**src/rtl/core/clr_pkg.sv**
```systemverilog
`default_nettype none
package clr_pkg;

  // Largest grid side; wider register values are clamped to it
  localparam int GRID_MAX = 64;

  // Datapath widths
  localparam int CW  = 24;            // cell coordinate and fraction width
  localparam int PW  = 2 * CW;        // product and dividend width
  localparam int QW  = 22;            // divider quotient width
  localparam int SW  = 5;             // divider step count width
  localparam int GW  = 6;             // grid coordinate width
  localparam int EW  = 10;            // Bresenham error term width

  // Divider step counts and divisor alignment
  localparam int MAP_STEPS = 22;
  localparam int RND_STEPS = 7;

  // Register indexes
  typedef enum logic [1:0] {
    REG_COLS = 2'd0,
    REG_ROWS = 2'd1,
    REG_PXW  = 2'd2,
    REG_PXH  = 2'd3
  } reg_idx_t;

  // Sequencer states
  typedef enum logic [3:0] {
    ST_IDLE,
    ST_MAP_MUL,
    ST_MAP_DIV,
    ST_MAP_WAIT,
    ST_CLIP_EDGE,
    ST_CMP_A,
    ST_CMP_B,
    ST_CMP_C,
    ST_RND_A,
    ST_RND_B,
    ST_RND_DIV,
    ST_RND_WAIT,
    ST_LINE_SETUP,
    ST_LINE
  } state_t;

  // Divider request
  typedef struct packed {
    logic          start;
    logic [SW-1:0] steps;
  } div_req_t;

  // Divider response
  typedef struct packed {
    logic          done;
    logic          busy;
    logic          rem_nz;
  } div_rsp_t;

endpackage
`default_nettype wire

```
**src/rtl/core/clr_div.sv**
```systemverilog
`default_nettype none
module clr_div
  import clr_pkg::*;
(
  input  wire logic          clk,
  input  wire logic          rst,
  input  wire div_req_t      req,
  input  wire logic [PW-1:0] dividend,
  input  wire logic [PW-1:0] divisor,   // already aligned to the top quotient bit
  output div_rsp_t           rsp,
  output logic [QW-1:0]      quo
);

  logic [PW-1:0] rem;
  logic [PW-1:0] dsh;
  logic [SW-1:0] cnt;
  logic          busy;
  logic          done;
  logic          fits;

  assign fits = (rem >= dsh);

  // Control: step counter and done pulse
  always_ff @(posedge clk) begin
    if (rst) begin
      busy <= 1'b0;
      done <= 1'b0;
      cnt  <= '0;
    end else begin
      done <= 1'b0;
      if (req.start) begin
        busy <= 1'b1;
        cnt  <= req.steps;
      end else if (busy) begin
        cnt <= cnt - 1'b1;
        if (cnt == SW'(1)) begin
          busy <= 1'b0;
          done <= 1'b1;
        end
      end
    end
  end

  // Restoring division, one quotient bit a cycle
  always_ff @(posedge clk) begin
    if (req.start) begin
      rem <= dividend;
      dsh <= divisor;
      quo <= '0;
    end else if (busy) begin
      if (fits) rem <= rem - dsh;
      dsh <= dsh >> 1;
      quo <= {quo[QW-2:0], fits};
    end
  end

  assign rsp.done   = done;
  assign rsp.busy   = busy;
  assign rsp.rem_nz = (rem != '0);

endmodule
`default_nettype wire

```
**src/rtl/core/clipped_line_rasterizer_top.sv**
```systemverilog
`default_nettype none
// Endpoint mapping is bound by the serial divider (four endpoints, one division each);
// clipping runs its compares on the shared 24x24 multiplier; end rounding divides once
// per end (four ends); then one cell a cycle, while m_tready allows, for up to 64 cells.
// Order of work from one accepted command to the next: accept, map, clip, round, set-up
// state, line; a rejected line returns to idle sooner.
// A new line is taken once the last cell is loaded into the output register.
// Reset (synchronous, rst high): sequencer idle, output empty, registers 64/64/512/512.
module clipped_line_rasterizer_top
  import clr_pkg::*;
(
  input  wire logic        clk,
  input  wire logic        rst,
  input  wire logic        s_tvalid,
  output logic             s_tready,
  // start_x[15:0], start_y[31:16], end_x[47:32], end_y[63:48],
  // red_in[71:64], green_in[79:72], blue_in[87:80]
  input  wire logic [87:0] s_tdata,
  output logic             m_tvalid,
  input  wire logic        m_tready,
  // cell_x[5:0], cell_y[11:6], red_out[19:12], green_out[27:20], blue_out[35:28], zero pad
  output logic [39:0]      m_tdata,
  output logic             m_tlast,   // last_cell
  input  wire logic        cfg_we,
  input  wire logic [1:0]  cfg_index,
  input  wire logic [15:0] cfg_data
);

  // Configuration registers
  logic [6:0]  cols;
  logic [6:0]  rows;
  logic [15:0] pxw;
  logic [15:0] pxh;

  always_ff @(posedge clk) begin
    if (rst) begin
      cols <= 7'd64;
      rows <= 7'd64;
      pxw  <= 16'd512;
      pxh  <= 16'd512;
    end else if (cfg_we) begin
      unique case (reg_idx_t'(cfg_index))
        REG_COLS: cols <= cfg_data[6:0];
        REG_ROWS: rows <= cfg_data[6:0];
        REG_PXW:  pxw  <= cfg_data;
        REG_PXH:  pxh  <= cfg_data;
        default:  ;
      endcase
    end
  end

  logic [6:0] cols_eff;
  logic [6:0] rows_eff;
  assign cols_eff = (cols > 7'(GRID_MAX)) ? 7'(GRID_MAX) : cols;
  assign rows_eff = (rows > 7'(GRID_MAX)) ? 7'(GRID_MAX) : rows;

  // Command and working registers
  state_t                state, state_next;
  logic [15:0]           pin [4];
  logic [7:0]            red, green, blue;
  logic signed [CW-1:0]  ax, ay, bx, by;
  logic signed [CW-1:0]  lo_n, lo_d, hi_n, hi_d;
  logic [1:0]            idx;       // endpoint, edge or end counter
  logic                  second;    // second compare of an edge
  logic                  map_neg;
  logic signed [PW-1:0]  mres;
  logic signed [PW-1:0]  prod_a;
  logic [GW-1:0]         x0, y0, x1, y1;
  logic [GW-1:0]         adx, ady;
  logic                  sx, sy;
  logic signed [EW-1:0]  err;
  logic [GW-1:0]         cnt;

  // Shared multiplier, registered
  logic signed [CW-1:0] mul_a, mul_b;
  always_ff @(posedge clk) begin
    mres <= mul_a * mul_b;
  end

  // Shared divider
  div_req_t       dreq;
  div_rsp_t       drsp;
  logic [PW-1:0]  div_dividend, div_divisor;
  logic [QW-1:0]  dquo;

  clr_div u_div (
    .clk      (clk),
    .rst      (rst),
    .req      (dreq),
    .dividend (div_dividend),
    .divisor  (div_divisor),
    .rsp      (drsp),
    .quo      (dquo)
  );

  // Endpoint mapping operands
  logic               map_is_y;
  logic signed [CW-1:0] map_p;
  assign map_is_y = idx[0];
  assign map_p    = CW'(signed'(pin[idx]));

  // Clip edge operands
  logic signed [CW-1:0] dx, dy, ep, eq, r_n, r_d;
  logic signed [CW-1:0] x_n, x_d, y_n, y_d;
  logic                 p_neg, p_zero;
  assign dx = bx - ax;
  assign dy = by - ay;

  always_comb begin
    case (idx)
      2'd0:    begin ep = -dx; eq = ax; end
      2'd1:    begin ep = dx;  eq = CW'(signed'({1'b0, cols_eff})) - CW'(1) - ax; end
      2'd2:    begin ep = -dy; eq = ay; end
      default: begin ep = dy;  eq = CW'(signed'({1'b0, rows_eff})) - CW'(1) - ay; end
    endcase
  end

  assign p_neg  = ep[CW-1];
  assign p_zero = (ep == '0);
  assign r_n    = p_neg ? -eq : eq;
  assign r_d    = p_neg ? -ep : ep;

  // Fraction compare X > Y, picked by edge direction and compare phase
  always_comb begin
    if (p_neg) begin
      x_n = r_n; x_d = r_d;
      y_n = second ? lo_n : hi_n;
      y_d = second ? lo_d : hi_d;
    end else begin
      x_n = second ? hi_n : lo_n;
      x_d = second ? hi_d : lo_d;
      y_n = r_n; y_d = r_d;
    end
  end

  logic cmp_gt;
  assign cmp_gt = (prod_a > mres);

  // Rounding operands: far end first, then near end
  logic signed [CW-1:0] rc, rd, fn, fd;
  logic signed [PW-1:0] rnd_n;
  assign rc    = idx[0] ? ay : ax;
  assign rd    = idx[0] ? dy : dx;
  assign fn    = idx[1] ? lo_n : hi_n;
  assign fd    = idx[1] ? lo_d : hi_d;
  assign rnd_n = prod_a + mres;

  // Bresenham step, signed compares on the error term
  logic                 line_load, line_done;
  logic signed [EW-1:0] e2, err_next;
  logic signed [EW-1:0] adx_s, ady_s;
  logic                 step_x, step_y;
  assign line_load = (state == ST_LINE) && (!m_tvalid || m_tready);
  assign line_done = ((x0 == x1) && (y0 == y1)) || (cnt == GW'(GRID_MAX - 1));
  assign adx_s     = EW'(adx);
  assign ady_s     = EW'(ady);
  assign e2        = err <<< 1;
  assign step_x    = (e2 > -ady_s);
  assign step_y    = (e2 < adx_s);
  assign err_next  = err - (step_x ? ady_s : EW'(0)) + (step_y ? adx_s : EW'(0));

  logic zero_cfg;
  assign zero_cfg = (cols == '0) || (rows == '0) || (pxw == '0) || (pxh == '0);

  // Next state
  always_comb begin
    state_next = state;
    unique case (state)
      ST_IDLE:       if (s_tvalid && !zero_cfg) state_next = ST_MAP_MUL;
      ST_MAP_MUL:    state_next = ST_MAP_DIV;
      ST_MAP_DIV:    state_next = ST_MAP_WAIT;
      ST_MAP_WAIT:   if (drsp.done) state_next = (idx == 2'd3) ? ST_CLIP_EDGE : ST_MAP_MUL;
      ST_CLIP_EDGE: begin
        if (!p_zero)        state_next = ST_CMP_A;
        else if (eq[CW-1])  state_next = ST_IDLE;
        else if (idx == 2'd3) state_next = ST_RND_A;
      end
      ST_CMP_A:      state_next = ST_CMP_B;
      ST_CMP_B:      state_next = ST_CMP_C;
      ST_CMP_C: begin
        if (!second)          state_next = cmp_gt ? ST_IDLE : ST_CMP_A;
        else if (idx == 2'd3) state_next = ST_RND_A;
        else                  state_next = ST_CLIP_EDGE;
      end
      ST_RND_A:      state_next = ST_RND_B;
      ST_RND_B:      state_next = ST_RND_DIV;
      ST_RND_DIV:    state_next = ST_RND_WAIT;
      ST_RND_WAIT:   if (drsp.done) state_next = (idx == 2'd3) ? ST_LINE_SETUP : ST_RND_A;
      ST_LINE_SETUP: state_next = ST_LINE;
      ST_LINE:       if (line_load && line_done) state_next = ST_IDLE;
      default:       state_next = ST_IDLE;
    endcase
  end

  // Outputs of the sequencer: multiplier, divider and input handshake
  always_comb begin
    s_tready     = 1'b0;
    mul_a        = '0;
    mul_b        = '0;
    dreq.start   = 1'b0;
    dreq.steps   = SW'(MAP_STEPS);
    div_dividend = mres[PW-1] ? PW'(-mres) : PW'(mres);
    div_divisor  = {11'd0, (map_is_y ? pxh : pxw), 21'd0};
    unique case (state)
      ST_IDLE:    s_tready = 1'b1;
      ST_MAP_MUL: begin
        mul_a = map_p;
        mul_b = CW'(signed'({1'b0, map_is_y ? rows_eff : cols_eff}));
      end
      ST_MAP_DIV: dreq.start = 1'b1;
      ST_CMP_A:   begin mul_a = x_n; mul_b = y_d; end
      ST_CMP_B:   begin mul_a = y_n; mul_b = x_d; end
      ST_RND_A:   begin mul_a = rc;  mul_b = fd;  end
      ST_RND_B:   begin mul_a = fn;  mul_b = rd;  end
      ST_RND_DIV: begin
        dreq.start   = 1'b1;
        dreq.steps   = SW'(RND_STEPS);
        div_dividend = PW'({rnd_n[PW-2:0], 1'b0}) + PW'(unsigned'(fd));
        div_divisor  = {17'd0, fd, 7'd0};
      end
      default: ;
    endcase
  end

  // State register
  always_ff @(posedge clk) begin
    if (rst) state <= ST_IDLE;
    else     state <= state_next;
  end

  // Datapath registers
  logic signed [CW-1:0] map_q;
  assign map_q = map_neg ? -CW'(dquo) - CW'(drsp.rem_nz) : CW'(dquo);

  always_ff @(posedge clk) begin
    unique case (state)
      ST_IDLE: if (s_tvalid) begin
        pin[0] <= s_tdata[15:0];
        pin[1] <= s_tdata[31:16];
        pin[2] <= s_tdata[47:32];
        pin[3] <= s_tdata[63:48];
        red    <= s_tdata[71:64];
        green  <= s_tdata[79:72];
        blue   <= s_tdata[87:80];
        lo_n   <= '0;
        lo_d   <= CW'(1);
        hi_n   <= CW'(1);
        hi_d   <= CW'(1);
        idx    <= '0;
        second <= 1'b0;
      end
      ST_MAP_DIV: map_neg <= mres[PW-1];
      ST_MAP_WAIT: if (drsp.done) begin
        case (idx)
          2'd0:    ax <= map_q;
          2'd1:    ay <= map_q;
          2'd2:    bx <= map_q;
          default: by <= map_q;
        endcase
        idx <= idx + 1'b1;
      end
      ST_CLIP_EDGE: if (p_zero) idx <= idx + 1'b1;
      ST_CMP_B: prod_a <= mres;
      ST_CMP_C: begin
        if (!second) begin
          second <= 1'b1;
        end else begin
          second <= 1'b0;
          idx    <= idx + 1'b1;
          if (cmp_gt) begin
            if (p_neg) begin lo_n <= r_n; lo_d <= r_d; end
            else       begin hi_n <= r_n; hi_d <= r_d; end
          end
        end
      end
      ST_RND_B: prod_a <= mres;
      ST_RND_WAIT: if (drsp.done) begin
        case (idx)
          2'd0:    x1 <= dquo[GW-1:0];
          2'd1:    y1 <= dquo[GW-1:0];
          2'd2:    x0 <= dquo[GW-1:0];
          default: y0 <= dquo[GW-1:0];
        endcase
        idx <= idx + 1'b1;
      end
      ST_LINE_SETUP: begin
        adx <= (x1 > x0) ? x1 - x0 : x0 - x1;
        ady <= (y1 > y0) ? y1 - y0 : y0 - y1;
        sx  <= (x0 < x1);
        sy  <= (y0 < y1);
        err <= EW'((x1 > x0) ? x1 - x0 : x0 - x1) - EW'((y1 > y0) ? y1 - y0 : y0 - y1);
        cnt <= '0;
      end
      ST_LINE: if (line_load) begin
        cnt <= cnt + 1'b1;
        err <= err_next;
        if (step_x) x0 <= sx ? x0 + 1'b1 : x0 - 1'b1;
        if (step_y) y0 <= sy ? y0 + 1'b1 : y0 - 1'b1;
      end
      default: ;
    endcase
  end

  // Output word register
  always_ff @(posedge clk) begin
    if (rst) begin
      m_tvalid <= 1'b0;
    end else if (line_load) begin
      m_tvalid <= 1'b1;
    end else if (m_tready) begin
      m_tvalid <= 1'b0;
    end
  end

  always_ff @(posedge clk) begin
    if (line_load) begin
      m_tdata <= {4'd0, blue, green, red, y0, x0};
      m_tlast <= line_done;
    end
  end

  // Checks
  assert property (@(posedge clk) disable iff (rst) (state == ST_IDLE) |-> !drsp.busy)
    else $error("divider busy while idle");

  assert property (@(posedge clk) disable iff (rst)
    (state == ST_CMP_A || state == ST_CMP_B || state == ST_CMP_C ||
     state == ST_CLIP_EDGE) |-> (!lo_n[CW-1] && (hi_n <= hi_d)))
    else $error("clip interval left [0,1]");

  assert property (@(posedge clk) disable iff (rst) (line_load && line_done) |=>
    (state == ST_IDLE && m_tvalid && m_tlast))
    else $error("final cell did not end the line");

endmodule
`default_nettype wire
```
**config.mk**
```make
export PLATFORM = sky130hd
export DESIGN_NAME = clipped_line_rasterizer_top
export DESIGN_NICKNAME = d
export VERILOG_FILES = /design/src/rtl/core/clr_pkg.sv /design/src/rtl/core/clr_div.sv /design/src/rtl/core/clipped_line_rasterizer_top.sv
export SDC_FILE = /design/constraint.sdc
export NUM_CORES = 2
export LEC_CHECK = 0
export ABC_CLOCK_PERIOD_IN_PS = 13000
export BUFFER_PORTS_ARGS = -buffer_cell sky130_fd_sc_hd__buf_2
export CORE_MARGIN = 2
export CORE_UTILIZATION = 59
export DETAILED_ROUTE_END_ITERATION = 10
export HOLD_SLACK_MARGIN = 0.1
export PLACE_DENSITY = 0.86
export SYNTH_ARGS = -nofsm -noshare
export SYNTH_HDL_FRONTEND = slang
export SYNTH_SLANG_ARGS = --single-unit
```
**constraint.sdc**
```tcl
create_clock -name clk -period 13 [get_ports clk]
set_clock_uncertainty 0.05 [all_clocks]
set_input_delay 1.95 -clock clk [delete_from_list [all_inputs] [get_ports clk]]
set_output_delay 1.95 -clock clk [all_outputs]
set_load 0.01 [all_outputs]
```
# [After elaboration in Yosys (flattened, before gate mapping)]
# Memories as Yosys holds them, arrays and structs flattened. A register that Yosys moved wholly into a read port is not among the register bits.
# Index checks and enable logic that the tools add are counted.
[classes] addsub=35 n_mul=1 n_lt_le_gt_ge=10 n_eq_ne=40 n_mux=107 bitwise_logic=2 n_reduce_logical=52
[op_table] op="$mux 24" n=29
[op_table] op="$mux 48" n=7
[op_table] op="$pmux 24 s5" n=2
[op_table] op="$pmux 24 s2" n=4
[op_table] op="$pmux 24 s3" n=2
[op_table] op="$neg 24->24" n=4
[op_table] op="$mux 6" n=15
[op_table] op="$pmux 4 s14" n=1
[op_table] op="$add 48x24->48" n=1
[op_table] op="$ge 48x48->1" n=1
[op_table] op="$gt 48x48->1" n=1
[op_table] op="$mul 24x24->48" n=1
[op_table] op="$neg 48->48" n=1
[op_table] op="$reduce_bool 48->1" n=1
[op_table] op="$sub 24x24->24" n=2
[op_table] op="$sub 48x48->48" n=1
[op_table] op="$sub 8x24->24" n=2
[op_table] op="$add 47x47->47" n=1
[op_table] op="$mux 37" n=1
[op_table] op="$mux 4" n=9
[op_table] op="$pmux 6 s2" n=3
[op_table] op="$logic_not 16->1" n=2
[op_table] op="$mux 10" n=3
[op_table] op="$reduce_and 5->1" n=6
[op_table] op="other kinds (53)" n=147
[totals] reg_bits=583 ram_bits=64 in_bits=111 output_inout_bits=43 elab_cells=288 n_memories=1
[memory_table] name="pin" words=4 word_bits=16 rd=1 rd_clocked_by_memory_dff=1 write_ports=4 line_no="clipped_line_rasterizer_top.sv:59" source="logic [15:0] pin [4];"

# [Logic depth before layout (Yosys ltp)]
[depth] word_depth=11 mapped_depth=52 depth_no_buf=49

# [Hierarchy]
# A second synthesis with hierarchy kept.
[unflattened] cells_unflattened=7832 hier_area_um2=70812.9
[modules_own_cells] module="clipped_line_rasterizer_top" n_inst=1 cells_each=6904 area_per_inst_um2=62581.3 seq_area_each_um2=14694.1
[modules_own_cells] module="clr_div" n_inst=1 cells_each=928 area_per_inst_um2=8231.6 seq_area_each_um2=3463.3

# [Least setup slack after synthesis]
# No wires, ideal clock.
[synth_path] path_kind="reg-to-reg" start="register idx[1]" end="register mres[44]" setup_ns=0.062 t_arrival_ns=12.549 t_required_ns=12.888 setup_slack_ns=0.339 path_stages_with_launch=50 path_buffers=7 synth_period_minus_slack_ns=12.661 path_cell_list="edfxtp_1 -> clkbuf_1 -> clkbuf_1 -> buf_1 -> buf_1 -> inv_1 -> ha_1 -> clkbuf_1 -> inv_1 -> buf_2 -> o21ai_0 -> o21ai_1 -> ha_1 -> and2_1 -> nand3_1 -> a211o_1 -> or4_1 -> nor4b_1 -> [14 not listed] -> fa_1 -> fa_1 -> inv_1 -> fa_1 -> inv_1 -> ha_1 -> nand4_1 -> a211oi_1 -> a221oi_1 -> o21a_1 -> o211ai_1 -> a221oi_1 -> o21ai_0 -> o21ai_0 -> nand2b_1 -> a22o_1 -> or4_1 -> nand3_1"
[synth_between] elab_chain_len=7 word_cells_on_any_way=18 classes_between="2 x add/sub; 1 x mul; 2 x eq/ne; 12 x mux; 1 x reduce/logical"
[synth_lines] item="start: declaration" line_no="clipped_line_rasterizer_top.sv:63" source="logic [1:0] idx;"
[synth_lines] item="start signal: assignment" line_no="clipped_line_rasterizer_top.sv:260" source="idx <= idx + 1'b1;"
[synth_lines] item="start signal: assignment" line_no="clipped_line_rasterizer_top.sv:262" source="ST_CLIP_EDGE: if (p_zero) idx <= idx + 1'b1;"
[synth_lines] item="start signal: assignment" line_no="clipped_line_rasterizer_top.sv:269" source="idx <= idx + 1'b1;"
[synth_lines] item="$eq 2x2->1 (tied with other cells)" line_no="clipped_line_rasterizer_top.sv:110" source="case (idx)"
[synth_lines] item="$pmux 24 s3" line_no="clipped_line_rasterizer_top.sv:110"
[synth_lines] item="$neg 24->24 (on tied branches)" line_no="clipped_line_rasterizer_top.sv:120, clipped_line_rasterizer_top.sv:121"
[synth_lines] item="$mux 24 (on tied branches)" line_no="clipped_line_rasterizer_top.sv:120, clipped_line_rasterizer_top.sv:121"
[synth_lines] item="$mux 24" line_no="clipped_line_rasterizer_top.sv:125" source="if (p_neg) begin"
[synth_lines] item="$pmux 24 s5" line_no="clipped_line_rasterizer_top.sv:204" source="unique case (state)"
[synth_lines] item="$mul 24x24->48 *" line_no="clipped_line_rasterizer_top.sv:77" source="mres <= mul_a * mul_b;"
[synth_lines] item="end signal: assignment" line_no="clipped_line_rasterizer_top.sv:77"
[synth_lines] item="end: declaration" line_no="clipped_line_rasterizer_top.sv:66" source="logic signed [PW-1:0] mres;"
# Mark *: on every way between the ends. The rest lies on a longest branch, timed or not.
# A chain may end at the register's enable or synchronous reset.

# [Final worst setup path]
[layout_path] start="register idx[0]" end="register mres[44]"
# Same word-level chain as after synthesis.

==> results_dict.tcl <==
set metrics [dict create \
    r2r-end "mres[44]" \
    start_util 0.5925 \
    drc 0 \
    cts_tree "built" \
    maxCapViolations 0 \
    grt_max_degree 111 \
    place_congestion 1.045 \
    boundaryPins 154 \
    clockBufferDepth 3 \
    rsz0062_at_grt "false" \
    slew_headroom 0.2477 \
    min_to "m_tdata[24]" \
    grt_usage 0.3626 \
    vias_per_cell 6.332 \
    placed_cells 9080 \
    synth.distinct_cells 114 \
    htreeDepth 3 \
    drt-wirelength-per-cell_microns 23.41 \
    path_class "flop to flop" \
    ys_seq_area_frac 0.2600 \
    hold_ws_ns 0.3666 \
    finalHoldViolations 0 \
    detail-route-antenna-nets 0 \
    yosys.area_share.adder 0.2678 \
    die_h_microns 344.9 \
    maxSlewViolCount 0 \
    setup_viol 0 \
    syn_avg_cell_area_sq_um 9.180 \
    placed_cell_area_sq_mm 0.07202 \
    arrival_ns 13.14 \
    r2r_slack_ns 0.43 \
    ys_ff_latch 637 \
    area_delta_synth_final_pct 9.333 \
    die_area_sq_mm 0.1190 \
    fin_crit_sh 0.9670 \
    r2r.worst_path.cells 37 \
    antenna_found_initial 4 \
    cts_buffers 76 \
    leakagePower_nw 33.39 \
    finalNetCount 8851 \
    synth_edf_count 507 \
    crit_slowest_cell "a221oi_2" \
    stdcell_area_sq_mm 0.07497 \
    power_mw 9.761 \
    hold_buffers 0 \
    ir_drop_mv 0.1310 \
    syn_area_sq_mm 0.06857 \
    dr.pass1.iters 8 \
    setup_ws_ns 0.4293 \
    crit_top_cell "fa_1" \
    clk_pin_slew_ns 0.07 \
    path_max_fanout 14 \
    io_buffers 149 \
    drive_above_1_share 0.09400 \
    synth_compound_area_frac 0.1495 \
    async_reset_ff_frac 0 \
    cellPowerDensity_mw_per_mm2 130.2 \
    fmax_mhz 79.55 \
    drtIter0Drc 6423 \
    cts_root_buf "clkbuf_16" \
    clock_sinks 637 \
    grt_pass1_wl_microns 332900 \
    grt_pass1_vias 58690 \
    fin_util 0.6478 \
    ys_warn_count 0 \
    synth_top_family_by_area "adder cells" \
    wirelength_microns 216000 \
    critPathCaptureType "flop" \
    worstHoldPathCells 0 \
    timing.rr.start "idx[0]" \
    synth_top_area_share 0.2220 \
    muxShareOfSynthArea 0.04198 \
    hold_path_class "flop to flop" \
    yosysTopAreaCell "edfxtp_1" \
    cpPeakStageDelay_ns 0.74 \
    clk_latency_ns 0.69 \
    synthSimpleGateAreaFrac 0.1497 \
    synthXorXnorAreaFrac 0.05645 \
    num_vias 58440 \
    dp_slack_ns 0.2204 \
    critPathLaunchType "flop" \
    syn_inst 7470 \
    status "finished, final reports clean" \
    hpwlAfterDp_microns 169200 \
    final.setup.tns_ns 0 \
    holdCritStartpoint "green[4]" \
    fin_crit_ns 12.57 \
    cp_data_required_time_ns 13.57 \
    synthTopCellsByArea "edfxtp_1, fa_1, ha_1" \
    core_area_sq_mm 0.1157 \
    yosys_most_used_dff "edfxtp_1" \
    grt_overflow 0 \
    rows 125 \
    worst_slew_pin_slew_ns 1.120 \
    stdcell_count 9229 \
    fp.dieW_microns 344.9 \
]
-- state kept, by name (all words and copies together), names as in the netlist, 36 cells and up, named ones only --
signal / flops
pin: 64
prod_a: 48
u_div.rem: 48
m_tdata: 36
u_div.dsh: 37
mres: 48
-- Yosys cell counts (all sizes together), types with 65 or more instances --
| cell | n |
|---|---|
| ha | 490 |
| o211ai | 70 |
| mux2i | 210 |
| nor3 | 109 |
| a211oi | 85 |
| o21ai | 296 |
| or3 | 65 |
| dfxtp | 130 |
| edfxtp | 507 |
| buf | 124 |
| xor2 | 130 |
| inv | 994 |
| nor2 | 522 |
| nor2b | 87 |
| and2 | 128 |
| a21o | 123 |
| clkbuf | 199 |
| a21oi | 415 |
| nand3 | 116 |
| xnor2 | 306 |
| fa | 610 |
| nand2 | 790 |
-- worst max-delay path: cells and delay by family (launching register included) --
family | cells | cell delay [ns]
adders and majority gates | 9 | 4.32
and+or+nand+nor | 12 | 4.06
AOI/OAI and AO/OA | 10 | 2.55
buffers and inverters | 6 | 1.01
DFF | 1 | 0.51
-- where the power goes --
| part | internal [mW] | switching [mW] |
|---|---|---|
| clock network | 1.35 | 0.940 |
| logic | 1.67 | 2.90 |
| registers | 2.61 | 0.290 |
| total | 5.64 | 4.13 |
-- placed cells by master, fill, tap and decap left out, types with 28 or more instances in the layout --
master and n:
inv_1 993, nand2_1 787, fa_1 610, nor2_1 517, edfxtp_1 507, ha_1 489
a21oi_1 411, xnor2_1 302, o21ai_0 283, buf_4 251, mux2i_1 209, buf_2 149
dfxtp_1 129, xor2_1 127, and2_1 124, a21o_1 123, nand3_1 114, nor3_1 104
nor2b_1 87, clkbuf_16 81, a211oi_1 74, o211ai_1 69, or3_1 65, o21bai_1 62
o22ai_1 60, nand4_1 58, nand2b_1 53, o21a_1 50, nor4_1 50, and3_1 49
a22oi_1 40, o31ai_1 40, mux2_2 37, a31oi_1 36, a221oi_1 32, o221ai_1 29
or2_2 28
-- worst max path at each step --
stage,start,end,slack [ns],depth (start not counted)
floorplan,idx[1],mres[44],0.34,49
global placement,ay[0],mres[44],0.46,44
detailed placement,ax[0],mres[44],0.22,45
CTS,bx[0],mres[44],0.1,46
global route,ay[0],mres[44],0.03,45
finish,idx[0],mres[44],0.43,37
-- kinds of logic (layout without fill, tap and decap cells) --
logic type	count (synthesis)	after routing
DFF	637	637
adders and majority gates	1102	1102
buffers and inverters	1318	1547
and+or+nand+nor	2163	2163
muxes	263	263
AOI/OAI and AO/OA	1549	1549
xor gates and xnor gates	437	437
other	1	7
-- per-layer routing --
| layer | wire length [microns] | track usage |
|---|---|---|
| met2 | 95600 | 0.5648 |
| met3 | 24050 | 0.08432 |
| met4 | 13790 | 0.2037 |
| met1 | 82560 | 0.4669 |
| met5 | 30 | 0 |
-- cell type report --
class,count,area (sq um)
fillers,9194,40760
clock inverters,33,437.9
clock buffers,107,2203
inverters,995,3735
diodes,3,7.507
multi-input cells,5518,46010
repair buffers,412,2849
well taps,1524,1907
flip-flops and latches,637,17830
-- timing repair --
item                                    4_1_cts  5_1_grt
resized for setup                             0       48
setup buffers                                 0        5
endpoints found under the setup margin        0       11
No activity file was read; power rests on OpenSTA's default activity.
